**src/csvt_pkg.sv**
```systemverilog
// ----------------------------------------------------------------------------
// CSV tokenizer package
// Word types, character codes, result kinds and error codes shared by the
// tokenizer core and the top level.
// ----------------------------------------------------------------------------
package csvt_pkg;

    // Default saturation limit for the field count.
    localparam int unsigned MAX_FIELDS_DEF = 255;

    // Character codes that steer the tokenizer.
    localparam logic [7:0] CH_COMMA = 8'h2C;
    localparam logic [7:0] CH_QUOTE = 8'h22;
    localparam logic [7:0] CH_CR    = 8'h0D;
    localparam logic [7:0] CH_LF    = 8'h0A;

    // Input modes.
    localparam logic MODE_BYTE = 1'b0;
    localparam logic MODE_END  = 1'b1;

    // Result kinds.
    localparam logic [1:0] KIND_DATA   = 2'd0;
    localparam logic [1:0] KIND_FIELD  = 2'd1;
    localparam logic [1:0] KIND_RECORD = 2'd2;

    // Format error codes carried on a record end.
    localparam logic [1:0] ERR_NONE       = 2'd0;
    localparam logic [1:0] ERR_TRAIL      = 2'd1;
    localparam logic [1:0] ERR_COUNT      = 2'd2;
    localparam logic [1:0] ERR_QUOTE_OPEN = 2'd3;

    // One input word.
    typedef struct packed {
        logic       mode;
        logic [7:0] text_byte;
    } in_t;

    // One result word.
    typedef struct packed {
        logic [1:0] kind;
        logic [7:0] data_byte;
        logic [7:0] record_fields;
        logic [1:0] format_error;
    } out_t;

endpackage

```
**src/csvt_core.sv**
```systemverilog
// ----------------------------------------------------------------------------
// CSV tokenizer core
// Holds the quote, record and field-count state and works out, for one
// input word per step, the next state and at most one result word.
// ----------------------------------------------------------------------------
module csvt_core #(
    parameter int unsigned MAX_FIELDS = csvt_pkg::MAX_FIELDS_DEF
) (
    input  logic           clk,
    input  logic           rst_n,
    input  logic           step,
    input  csvt_pkg::in_t  item,
    output logic           emit,
    output csvt_pkg::out_t result
);
    import csvt_pkg::*;

    // Field counts saturate at the smaller of MAX_FIELDS and 255.
    localparam logic [7:0] FIELD_CAP = 8'((MAX_FIELDS < 255) ? MAX_FIELDS : 255);

    logic       quote_open_reg, quote_open_next;
    logic       prev_quote_reg, prev_quote_next;
    logic       prev_comma_reg, prev_comma_next;
    logic       record_started_reg, record_started_next;
    logic [7:0] fields_seen_reg, fields_seen_next;
    logic [7:0] expected_reg, expected_next;

    logic [7:0] count;
    logic [1:0] record_err;

    // Field count including the field that is being closed.
    assign count = (fields_seen_reg < FIELD_CAP) ? fields_seen_reg + 8'd1 : FIELD_CAP;

    // Error for a record end; a quote left open wins, then a trailing comma.
    always_comb
    begin
        if (item.mode == MODE_END && quote_open_reg)
            record_err = ERR_QUOTE_OPEN;
        else if (prev_comma_reg)
            record_err = ERR_TRAIL;
        else if (expected_reg != 8'd0 && count != expected_reg)
            record_err = ERR_COUNT;
        else
            record_err = ERR_NONE;
    end

    // Next state and result for the word in hand.
    always_comb
    begin
        quote_open_next     = quote_open_reg;
        prev_quote_next     = prev_quote_reg;
        prev_comma_next     = prev_comma_reg;
        record_started_next = record_started_reg;
        fields_seen_next    = fields_seen_reg;
        expected_next       = expected_reg;
        emit                = 1'b0;
        result              = '0;

        if (step)
        begin
            if (item.mode == MODE_END)
            begin
                // End of input: close a pending record and return to reset.
                if (record_started_reg || quote_open_reg)
                begin
                    emit                 = 1'b1;
                    result.kind          = KIND_RECORD;
                    result.record_fields = count;
                    result.format_error  = record_err;
                end
                quote_open_next     = 1'b0;
                prev_quote_next     = 1'b0;
                prev_comma_next     = 1'b0;
                record_started_next = 1'b0;
                fields_seen_next    = 8'd0;
                expected_next       = 8'd0;
            end
            else if (quote_open_reg)
            begin
                // Inside quotes every byte but a quote is data.
                record_started_next = 1'b1;
                prev_comma_next     = 1'b0;
                if (item.text_byte == CH_QUOTE)
                begin
                    quote_open_next = 1'b0;
                    prev_quote_next = 1'b1;
                end
                else
                begin
                    emit             = 1'b1;
                    result.kind      = KIND_DATA;
                    result.data_byte = item.text_byte;
                end
            end
            else if (item.text_byte == CH_QUOTE)
            begin
                // A quote opens a section; right after a closing quote it is data.
                record_started_next = 1'b1;
                prev_comma_next     = 1'b0;
                quote_open_next     = 1'b1;
                if (prev_quote_reg)
                begin
                    prev_quote_next  = 1'b0;
                    emit             = 1'b1;
                    result.kind      = KIND_DATA;
                    result.data_byte = CH_QUOTE;
                end
            end
            else
            begin
                prev_quote_next = 1'b0;
                if (item.text_byte inside {CH_CR, CH_LF})
                begin
                    // A line break ends a record that has bytes; blank lines vanish.
                    if (record_started_reg)
                    begin
                        emit                 = 1'b1;
                        result.kind          = KIND_RECORD;
                        result.record_fields = count;
                        result.format_error  = record_err;
                        if (!prev_comma_reg && expected_reg == 8'd0)
                            expected_next = count;
                        quote_open_next     = 1'b0;
                        prev_comma_next     = 1'b0;
                        record_started_next = 1'b0;
                        fields_seen_next    = 8'd0;
                    end
                end
                else if (item.text_byte == CH_COMMA)
                begin
                    record_started_next = 1'b1;
                    fields_seen_next    = count;
                    prev_comma_next     = 1'b1;
                    emit                = 1'b1;
                    result.kind         = KIND_FIELD;
                end
                else
                begin
                    record_started_next = 1'b1;
                    prev_comma_next     = 1'b0;
                    emit                = 1'b1;
                    result.kind         = KIND_DATA;
                    result.data_byte    = item.text_byte;
                end
            end
        end
    end

    // State registers.
    always_ff @(posedge clk or negedge rst_n)
    begin
        if (!rst_n)
        begin
            quote_open_reg     <= 1'b0;
            prev_quote_reg     <= 1'b0;
            prev_comma_reg     <= 1'b0;
            record_started_reg <= 1'b0;
            fields_seen_reg    <= 8'd0;
            expected_reg       <= 8'd0;
        end
        else
        begin
            quote_open_reg     <= quote_open_next;
            prev_quote_reg     <= prev_quote_next;
            prev_comma_reg     <= prev_comma_next;
            record_started_reg <= record_started_next;
            fields_seen_reg    <= fields_seen_next;
            expected_reg       <= expected_next;
        end
    end

    // The running and learned counts never pass the cap.
    assert property (@(posedge clk) disable iff (!rst_n)
        fields_seen_reg <= FIELD_CAP && expected_reg <= FIELD_CAP)
        else $error("field count above cap");

    // A closed quote that may be doubled implies the section is not open.
    assert property (@(posedge clk) disable iff (!rst_n)
        !(prev_quote_reg && quote_open_reg))
        else $error("quote open and just closed at once");

    // End of input returns every state bit to reset.
    assert property (@(posedge clk) disable iff (!rst_n)
        step && item.mode == MODE_END |=>
            !quote_open_reg && !prev_quote_reg && !prev_comma_reg &&
            !record_started_reg && fields_seen_reg == 8'd0 && expected_reg == 8'd0)
        else $error("state not cleared after end of input");

    // A record end always reports at least one field.
    assert property (@(posedge clk) disable iff (!rst_n)
        emit && result.kind == KIND_RECORD |-> result.record_fields != 8'd0)
        else $error("record end with zero fields");

endmodule

```
**src/csv_field_record_tokenizer.sv**
```systemverilog
// ----------------------------------------------------------------------------
// CSV field and record tokenizer
// Splits comma-separated text into field bytes, field ends and record ends.
// ----------------------------------------------------------------------------
// Takes one text word per clock and gives at most one result word for it,
// sustaining one word per cycle unless the output stalls. A word passes an
// input register, then the tokenizer state logic, then an output register.
// While the output register is empty or being taken, both registers move
// every cycle. A result held by a stalled output stops the tokenizer. The
// input register still takes one more word if it is empty, and after that
// the input stalls until the output moves. Words that produce nothing
// (quotes, blank line breaks, end of input with no pending record) are
// absorbed without an output word. The first record of a stream that a line
// break ends with no trailing comma fixes the expected field count; an
// end-of-input word resets all state, including that count.
module csv_field_record_tokenizer #(
    parameter int unsigned MAX_FIELDS = csvt_pkg::MAX_FIELDS_DEF
) (
    input  logic           clk,
    input  logic           rst_n,
    input  logic           text_valid,
    output logic           text_stall,
    input  csvt_pkg::in_t  text_word,
    output logic           token_valid,
    input  logic           token_stall,
    output csvt_pkg::out_t token_word
);
    import csvt_pkg::*;

    logic valid_a_reg;
    in_t  word_a_reg;
    logic valid_b_reg;
    out_t word_b_reg;

    logic move_b;
    logic move_a;
    logic emit;
    out_t result;

    // The output register loads when empty or being drained; the input register
    // loads when empty or when its word moves on.
    assign move_b     = !valid_b_reg || !token_stall;
    assign move_a     = !valid_a_reg || move_b;
    assign text_stall = !move_a;

    // Tokenizer state and result logic.
    csvt_core #(
        .MAX_FIELDS (MAX_FIELDS)
    ) u_core (
        .clk    (clk),
        .rst_n  (rst_n),
        .step   (valid_a_reg && move_b),
        .item   (word_a_reg),
        .emit   (emit),
        .result (result)
    );

    // Input register.
    always_ff @(posedge clk or negedge rst_n)
    begin
        if (!rst_n)
            valid_a_reg <= 1'b0;
        else if (move_a)
            valid_a_reg <= text_valid;
    end

    always_ff @(posedge clk)
    begin
        if (move_a && text_valid)
            word_a_reg <= text_word;
    end

    // Output register.
    always_ff @(posedge clk or negedge rst_n)
    begin
        if (!rst_n)
            valid_b_reg <= 1'b0;
        else if (move_b)
            valid_b_reg <= valid_a_reg && emit;
    end

    always_ff @(posedge clk)
    begin
        if (move_b && valid_a_reg && emit)
            word_b_reg <= result;
    end

    assign token_valid = valid_b_reg;
    assign token_word  = word_b_reg;

endmodule

```
**config.mk**
```make
export PLATFORM = sky130hd
export DESIGN_NAME = csv_field_record_tokenizer
export DESIGN_NICKNAME = d
export VERILOG_FILES = /design/src/csvt_pkg.sv /design/src/csvt_core.sv /design/src/csv_field_record_tokenizer.sv
export SDC_FILE = /design/constraint.sdc
export NUM_CORES = 1
export LEC_CHECK = 0
export BUFFER_PORTS_ARGS = -buffer_cell sky130_fd_sc_hd__buf_2
export CORE_MARGIN = 2
export CORE_UTILIZATION = 40
export CTS_CLUSTER_SIZE = 14
export DETAILED_ROUTE_END_ITERATION = 16
export PLACE_DENSITY = 0.6
export SYNTH_ARGS = -nofsm -noshare
export SYNTH_HDL_FRONTEND = slang
export SYNTH_SLANG_ARGS = --single-unit
```
**constraint.sdc**
```tcl
create_clock -name clk -period 3.9 [get_ports clk]
set_input_delay 0.585 -clock clk [delete_from_list [all_inputs] [get_ports clk]]
set_output_delay 0.585 -clock clk [all_outputs]
set_load 0.02 [all_outputs]
```
==> reports/results.ini, run 1 <==
[run_status]
status=completed

[timing]
setup_ws_ns=1.459
finalSetupViolCount=0
maxSlewHeadroom=0.5480
final.min_clock_period_ns=2.441
hold_slack_ns=0.2483
fin_skew_ns=0.005000
fmax_mhz=409.7
worst_pin_slew_ns=0.6763
finalSetupTns_ns=0
rsz0062_at_grt=false
finalCritPeriodShare=0.6258
finalHoldViolCount=0
slew_violations=0

[floorplanning]
rows=30
ios=35
core_area_sq_um=6681
start_util=0.4058
die_y_um=86.33
floorplan.die_area_sq_um=7453
fp.dieW_um=86.33

[pwr]
intPower_mw=0.9480
irDropWorstVdd_uv=190.6
switchingPower_mw=0.4871
power.share.switching=0.3394
finalPower_mw=1.435
p_leak_nw=1.204
p_seq_frac=0.507
p_clk_frac=0.204
power.density_nw_per_um2=478.3
combPwrFrac=0.288

[cts]
cts-buffers-inserted=5
path_clk_slew_ns=0.09
cts-root-buf=clkbuf_8
clock_sinks=51
post-cts-setup-buffers=0
cts_resized=0
clkLatencyLatePin_ns=0.30
htreeDepth=2
cts_hold_buffers=0
clockBufferDepth=2
cts_tree=built

[worst_setup_path]
crit_arrival_ns=2.45
cp-startpoint=word_a_reg[8]$_DFFE_PP_
r2r_end=token_word[5]$_SDFFCE_PN0P_
criticalPathCategory=reg2reg
critical_path_required_ns=3.91
worst_setup_path_end_kind=flip-flop
rr_worst_depth=4
start_kind=flip-flop
crit_fanout=20
ff2ff_setup_slack_ns=1.46
crit_end=token_word[5]$_SDFFCE_PN0P_
r2r_start=word_a_reg[8]$_DFFE_PP_

[worst_hold_path]
hold_class=in2async

[global_routing]
grt_overflow=0
grt_pass1_wl_mm=9.804
track_usage=0.1710
grt_pass1_vias=1951
antenna_found_initial=0
grt_max_degree=23

[place]
place_hpwl_mm=4.274
io_buffers=34
place_area_sq_um=2920
globalplace.congestion=0.8565
dpl.cell_count=344
place_ws_ns=1.510

[drt]
dr.pass1.iters=4
topRoutingLayerUsed=met4
met1_length_mm=2.738
num_vias=1950
drc=0
routedWlPerCell_um=16.73
wl_met2_mm=2.827
wl_met3_um=203
drt_iter0_drc=139
drtAntennaViolNets=0
via_per_inst=5.540
drt-total-wl_mm=5.890

[cells_and_area]
num_antenna_cells=0
final_util=0.4491
largest_reg_flops=20
drive_above_1_share=0.2353
fill_cells=655
final_cells=352
post-route-cell-area_sq_um=3000
area_growth_syn_to_layout_pct=10.66
nets=285

[yosys]
syn_inst=245
synth_commonest_cells=edfxtp_1, nor2_1, dfrtp_1
synth.top_cells.by_area=edfxtp_1, dfrtp_1, nor2_1
synth_top_area_share=0.3212
syn_area_sq_um=2711
synth_flop_cell=edfxtp_1
yosysWarnings=0
synth_seq_area_share=0.5242
synth-async-reset-ratio=0.4314
yosysTopAreaCell=edfxtp_1
yosysMostFrequentCell=edfxtp_1
synth_area_per_cell_sq_um=11.07
ys_types=59
syn_nets=259
synth_edf_count=29
synth-seq-cells=51

[flow_run]
drv_cap=0

cell families after synthesis:
family,count (synthesis),synth area share
muxes,13,0.05722
AOI/OAI and AO/OA,53,0.1574
xor gates and xnor gates,7,0.02815
and+or+nand+nor,96,0.1906
DFF,51,0.5242
buffers and inverters,24,0.03784
adders and majority gates,1,0.004614
layer usage:
metal / vias up / GRT usage
met5: - / 0
met4: 0 / 0.06960
met3: 7 / 0.03048
met2: 45 / 0.2818
met1: 940 / 0.2231
li1: 958 / -
final cells by class:
class	instances	area, sq um	share of cell area
tap	80	100.1	0.03336
multi-input combinational	170	1187	0.3957
timing repair buffer	36	185.2	0.06172
clock buffer	6	72.57	0.02419
sequential	51	1421	0.4737
inverter	7	26.28	0.008757
clock inverter	2	7.507	0.002502
worst max-delay path, stage by stage (launching register included):
cell	delay (ns)
edfxtp_1	0.62
inv_1	0.57
nand2_1	0.31
a221oi_2	0.37
buf_4	0.27
worst min path at each step:
stage / from / endpoint / slack, ns / cells past startpoint
finish: rst_n / u_core.fields_seen_reg[0]$_DFFE_PN0P_ / 0.25 / 1
global placement: u_core.prev_quote_reg$_DFFE_PN0P_ / u_core.prev_quote_reg$_DFFE_PN0P_ / 0.48 / 2
CTS: rst_n / u_core.expected_reg[7]$_DFFE_PN0P_ / 0.26 / 1
global route: rst_n / u_core.expected_reg[7]$_DFFE_PN0P_ / 0.29 / 1
detailed placement: u_core.prev_quote_reg$_DFFE_PN0P_ / u_core.prev_quote_reg$_DFFE_PN0P_ / 0.48 / 2
floorplan: rst_n / token_valid$_DFFE_PN0P_ / 0.29 / 0
cell usage in the layout (no fill, tap or decap), types with 7 or more instances in the layout:
master / Yosys / final
buf_2: 3 / 34
edfxtp_1: 29 / 29
nor2_1: 28 / 28
dfrtp_1: 22 / 22
nand2_1: 15 / 15
a21oi_1: 11 / 11
nand3_1: 10 / 10
inv_1: 7 / 7
and2_1: 7 / 7
a2bb2oi_1: 7 / 7
power by group through the flow:
stage | Sequential (mW) | Combinational, mW | Clock (mW)
after floorplan | 0.743 | 0.286 | 0
after global placement | 0.738 | 0.413 | 0
after detailed placement | 0.737 | 0.415 | 0
after CTS | 0.727 | 0.416 | 0.300
after global routing | 0.739 | 0.453 | 0.320
final | 0.728 | 0.414 | 0.293
Power figures use the tool's default switching activity.
==> run 2, diff against run 1 <==
PLACE_DENSITY = 0.62   (was 0.6)
clock period = 2 ns   (was 3.9 ns; I/O delays follow)
==> run 2 against run 1 <==
  * The run now ends with negative setup slack left
  * Clock-buffer cell count shrank 1
  * Hold slack got worse by 0.083 ns
  * Sequential power is 88% higher
  * Register-to-register slack got worse by 1.5 ns
  * Via count rose by 14%
  * Die area stayed put
  * Combinational power rose to 2.8 times the previous value
  * Utilization up 8.9 points
  * Sequential share of layout area fell by 7.8 points
  * First-iteration DRC count down 2.2%
  * Flip-flop and latch count did not move
  * Clock power grew to 2.9 times the previous value
  * Critical path type unchanged
  * Critical endpoint is now u_core.fields_seen_reg[3]$_DFFE_PN0P_
  * Largest cell class unchanged
==> reports/results.ini, run 2 (synthesis gave the netlist of run 1 again) <==
[cells_and_area]
drive_above_1_share=0.4193  ; +0.1840
largest_reg_flops=20  ; unchanged
num_antenna_cells=0  ; unchanged
area_growth_syn_to_layout_pct=32.49
post-route-cell-area_sq_um=3592  ; +20%
final_util=0.5376  ; +0.08858
final_cell_mix=buf_4, buf_2, edfxtp_1
layout_commonest_cell=buf_4
final_cells=402  ; +14%
nets=335  ; +18%

[cts]
cts-buffers-inserted=5  ; unchanged
cts-root-buf=clkbuf_8
clkLatencyLatePin_ns=0.30  ; about the same
clock_sinks=51  ; unchanged
clockBufferDepth=2  ; unchanged
path_clk_slew_ns=0.09  ; about the same
htreeDepth=2  ; unchanged
cts_tree=built

[flow_run]
drv_cap=0  ; unchanged

[place]
dpl.cell_count=378  ; +9.9%
place_area_sq_um=3202  ; +9.6%
place_ws_ns=-0.005753  ; -1.515 ns
place_hpwl_mm=4.580  ; +7.2%
globalplace.congestion=0.8552  ; -0.15%
io_buffers=34  ; unchanged

[timing]
finalSetupTns_ns=-0.07006  ; -0.07006 ns
rsz0062_at_grt=true
maxSlewHeadroom=0.6166  ; +0.06861
setup_ws_ns=-0.02528  ; -1.485 ns
slew_violations=0  ; unchanged
finalHoldViolCount=0  ; unchanged
fin_skew_ns=0.004711  ; -0.0002897 ns
hold_slack_ns=0.1648  ; -0.08348 ns
worst_pin_slew_ns=0.5679  ; -0.1085 ns
fmax_mhz=493.8  ; +21%
finalSetupViolCount=3  ; +3
finalCritPeriodShare=1.013  ; +0.3868
final.min_clock_period_ns=2.025  ; -0.4153 ns

[worst_setup_path]
cp-startpoint=word_a_reg[4]$_DFFE_PP_
rr_worst_depth=5  ; +1
ff2ff_setup_slack_ns=-0.03  ; -1.48 ns
start_kind=flip-flop
r2r_end=u_core.fields_seen_reg[3]$_DFFE_PN0P_
path_cells=nor3_4 -> nand4_1 -> a211o_4 -> a21oi_4 -> mux2_4
slowest_delay_ns=0.43  ; -0.19 ns
crit_fanout=5  ; -75%
criticalPathCategory=reg2reg
r2r_start=word_a_reg[4]$_DFFE_PP_
worst_setup_path_end_kind=flip-flop
crit_path_top_delay_cell=edfxtp_1
crit_arrival_ns=2.22  ; -0.23 ns
critical_path_required_ns=2.20  ; -1.71 ns

[run_status]
failed_checks=negative setup slack
status=complete, but fails checks

[global_routing]
track_usage=0.1806  ; +0.009580
antenna_found_initial=0  ; unchanged
grt_pass1_wl_mm=10.59  ; +8.0%
grt_overflow=0  ; unchanged
grt_max_degree=23  ; unchanged
grt_pass1_vias=2195  ; +13%

[floorplanning]
core_area_sq_um=6681  ; unchanged
start_util=0.4058  ; unchanged
rows=30  ; unchanged
fp.dieW_um=86.33  ; unchanged
floorplan.die_area_sq_um=7453  ; unchanged
ios=35  ; unchanged
die_y_um=86.33  ; unchanged

[worst_hold_path]
hold_class=in2reg
holdPathEnd=word_a_reg[6]$_DFFE_PP_
min_from=text_word[6]
whs_path_depth=1

[drt]
drt_iter0_drc=136  ; -2.2%
via_per_inst=5.510  ; -0.54%
num_vias=2215  ; +14%
drtAntennaViolNets=0  ; unchanged
dr.pass1.iters=4  ; unchanged
drc=0  ; unchanged
routedWlPerCell_um=16.90  ; +1.0%
drt-total-wl_mm=6.795  ; +15%

[pwr]
finalPower_mw=3.394  ; +140%
power.density_nw_per_um2=944.7  ; +98%
irDropWorstVdd_uv=332.0  ; +74%
p_leak_nw=1.510  ; +26%

run 2: cell types whose count changed in the layout (fill, tap and decap cells not counted), moves of 3 or more:
cell       delta
a211oi_1      -3
a211oi_2      +3
a2bb2oi_1     -3
a2bb2oi_2     +3
buf_4        +46
mux2_2        -6
mux2_4        +8
run 2: repair_timing:
| item | CTS | global route |
|---|---|---|
| hold endpoints to repair | 22 | 0 |
| hold buffers | 1 | 0 |
| pin swaps | 2 | 15 |
| buffers inserted | 2 | 13 |
| resized for setup | 1 | 26 |
| endpoints found under the setup margin | 5 | 38 |
run 2: power breakdown:
part	leakage, nW	switching [mW]	internal (mW)	total [mW]
clock	0.0687	0.352	0.500	0.852
sequential	0.578	0.0985	1.27	1.37
combinational	0.864	0.599	0.571	1.17
total	1.51	1.05	2.34	3.39
run 2: layout make-up:
| type | instances | area [sq um] |
|---|---|---|
| Fill cell | 621 | 3089 |
| Sequential cell | 51 | 1423 |
| Multi-Input combinational cell | 170 | 1316 |
| Timing Repair Buffer | 86 | 591.8 |
| Tap cell | 80 | 100.1 |
| Clock buffer | 5 | 68.82 |
| Clock inverter | 3 | 66.31 |
| Inverter | 7 | 26.28 |
run 2: how the worst max path moves through the flow:
stage	end	slack [ns]	depth (start not counted)
finish	u_core.fields_seen_reg[3]$_DFFE_PN0P_	-0.03	5
global route	u_core.fields_seen_reg[3]$_DFFE_PN0P_	-0.09	5
CTS	token_word[1]$_SDFFCE_PN0P_	0.0009	6
detailed placement	u_core.fields_seen_reg[3]$_DFFE_PN0P_	-0.006	5
global placement	token_word[1]$_SDFFCE_PN0P_	-0.03	6
floorplan	token_word[0]$_SDFFCE_PN0P_	-0.32	4
run 2: per-layer routing:
layer	global-route usage	vias up	part of all wire
met5	0	-	0
met4	0.05114	0	0.0097
met3	0.03429	6	0.031
met2	0.2972	58	0.52
met1	0.2442	1092	0.44
li1	-	1059	-
run 2: critical path, delay by kind of cell (launching register included):
family / cells / cell delay [ns]
flops: 1 / 0.43
mux: 1 / 0.32
compound gates: 2 / 0.65
simple gates: 2 / 0.52
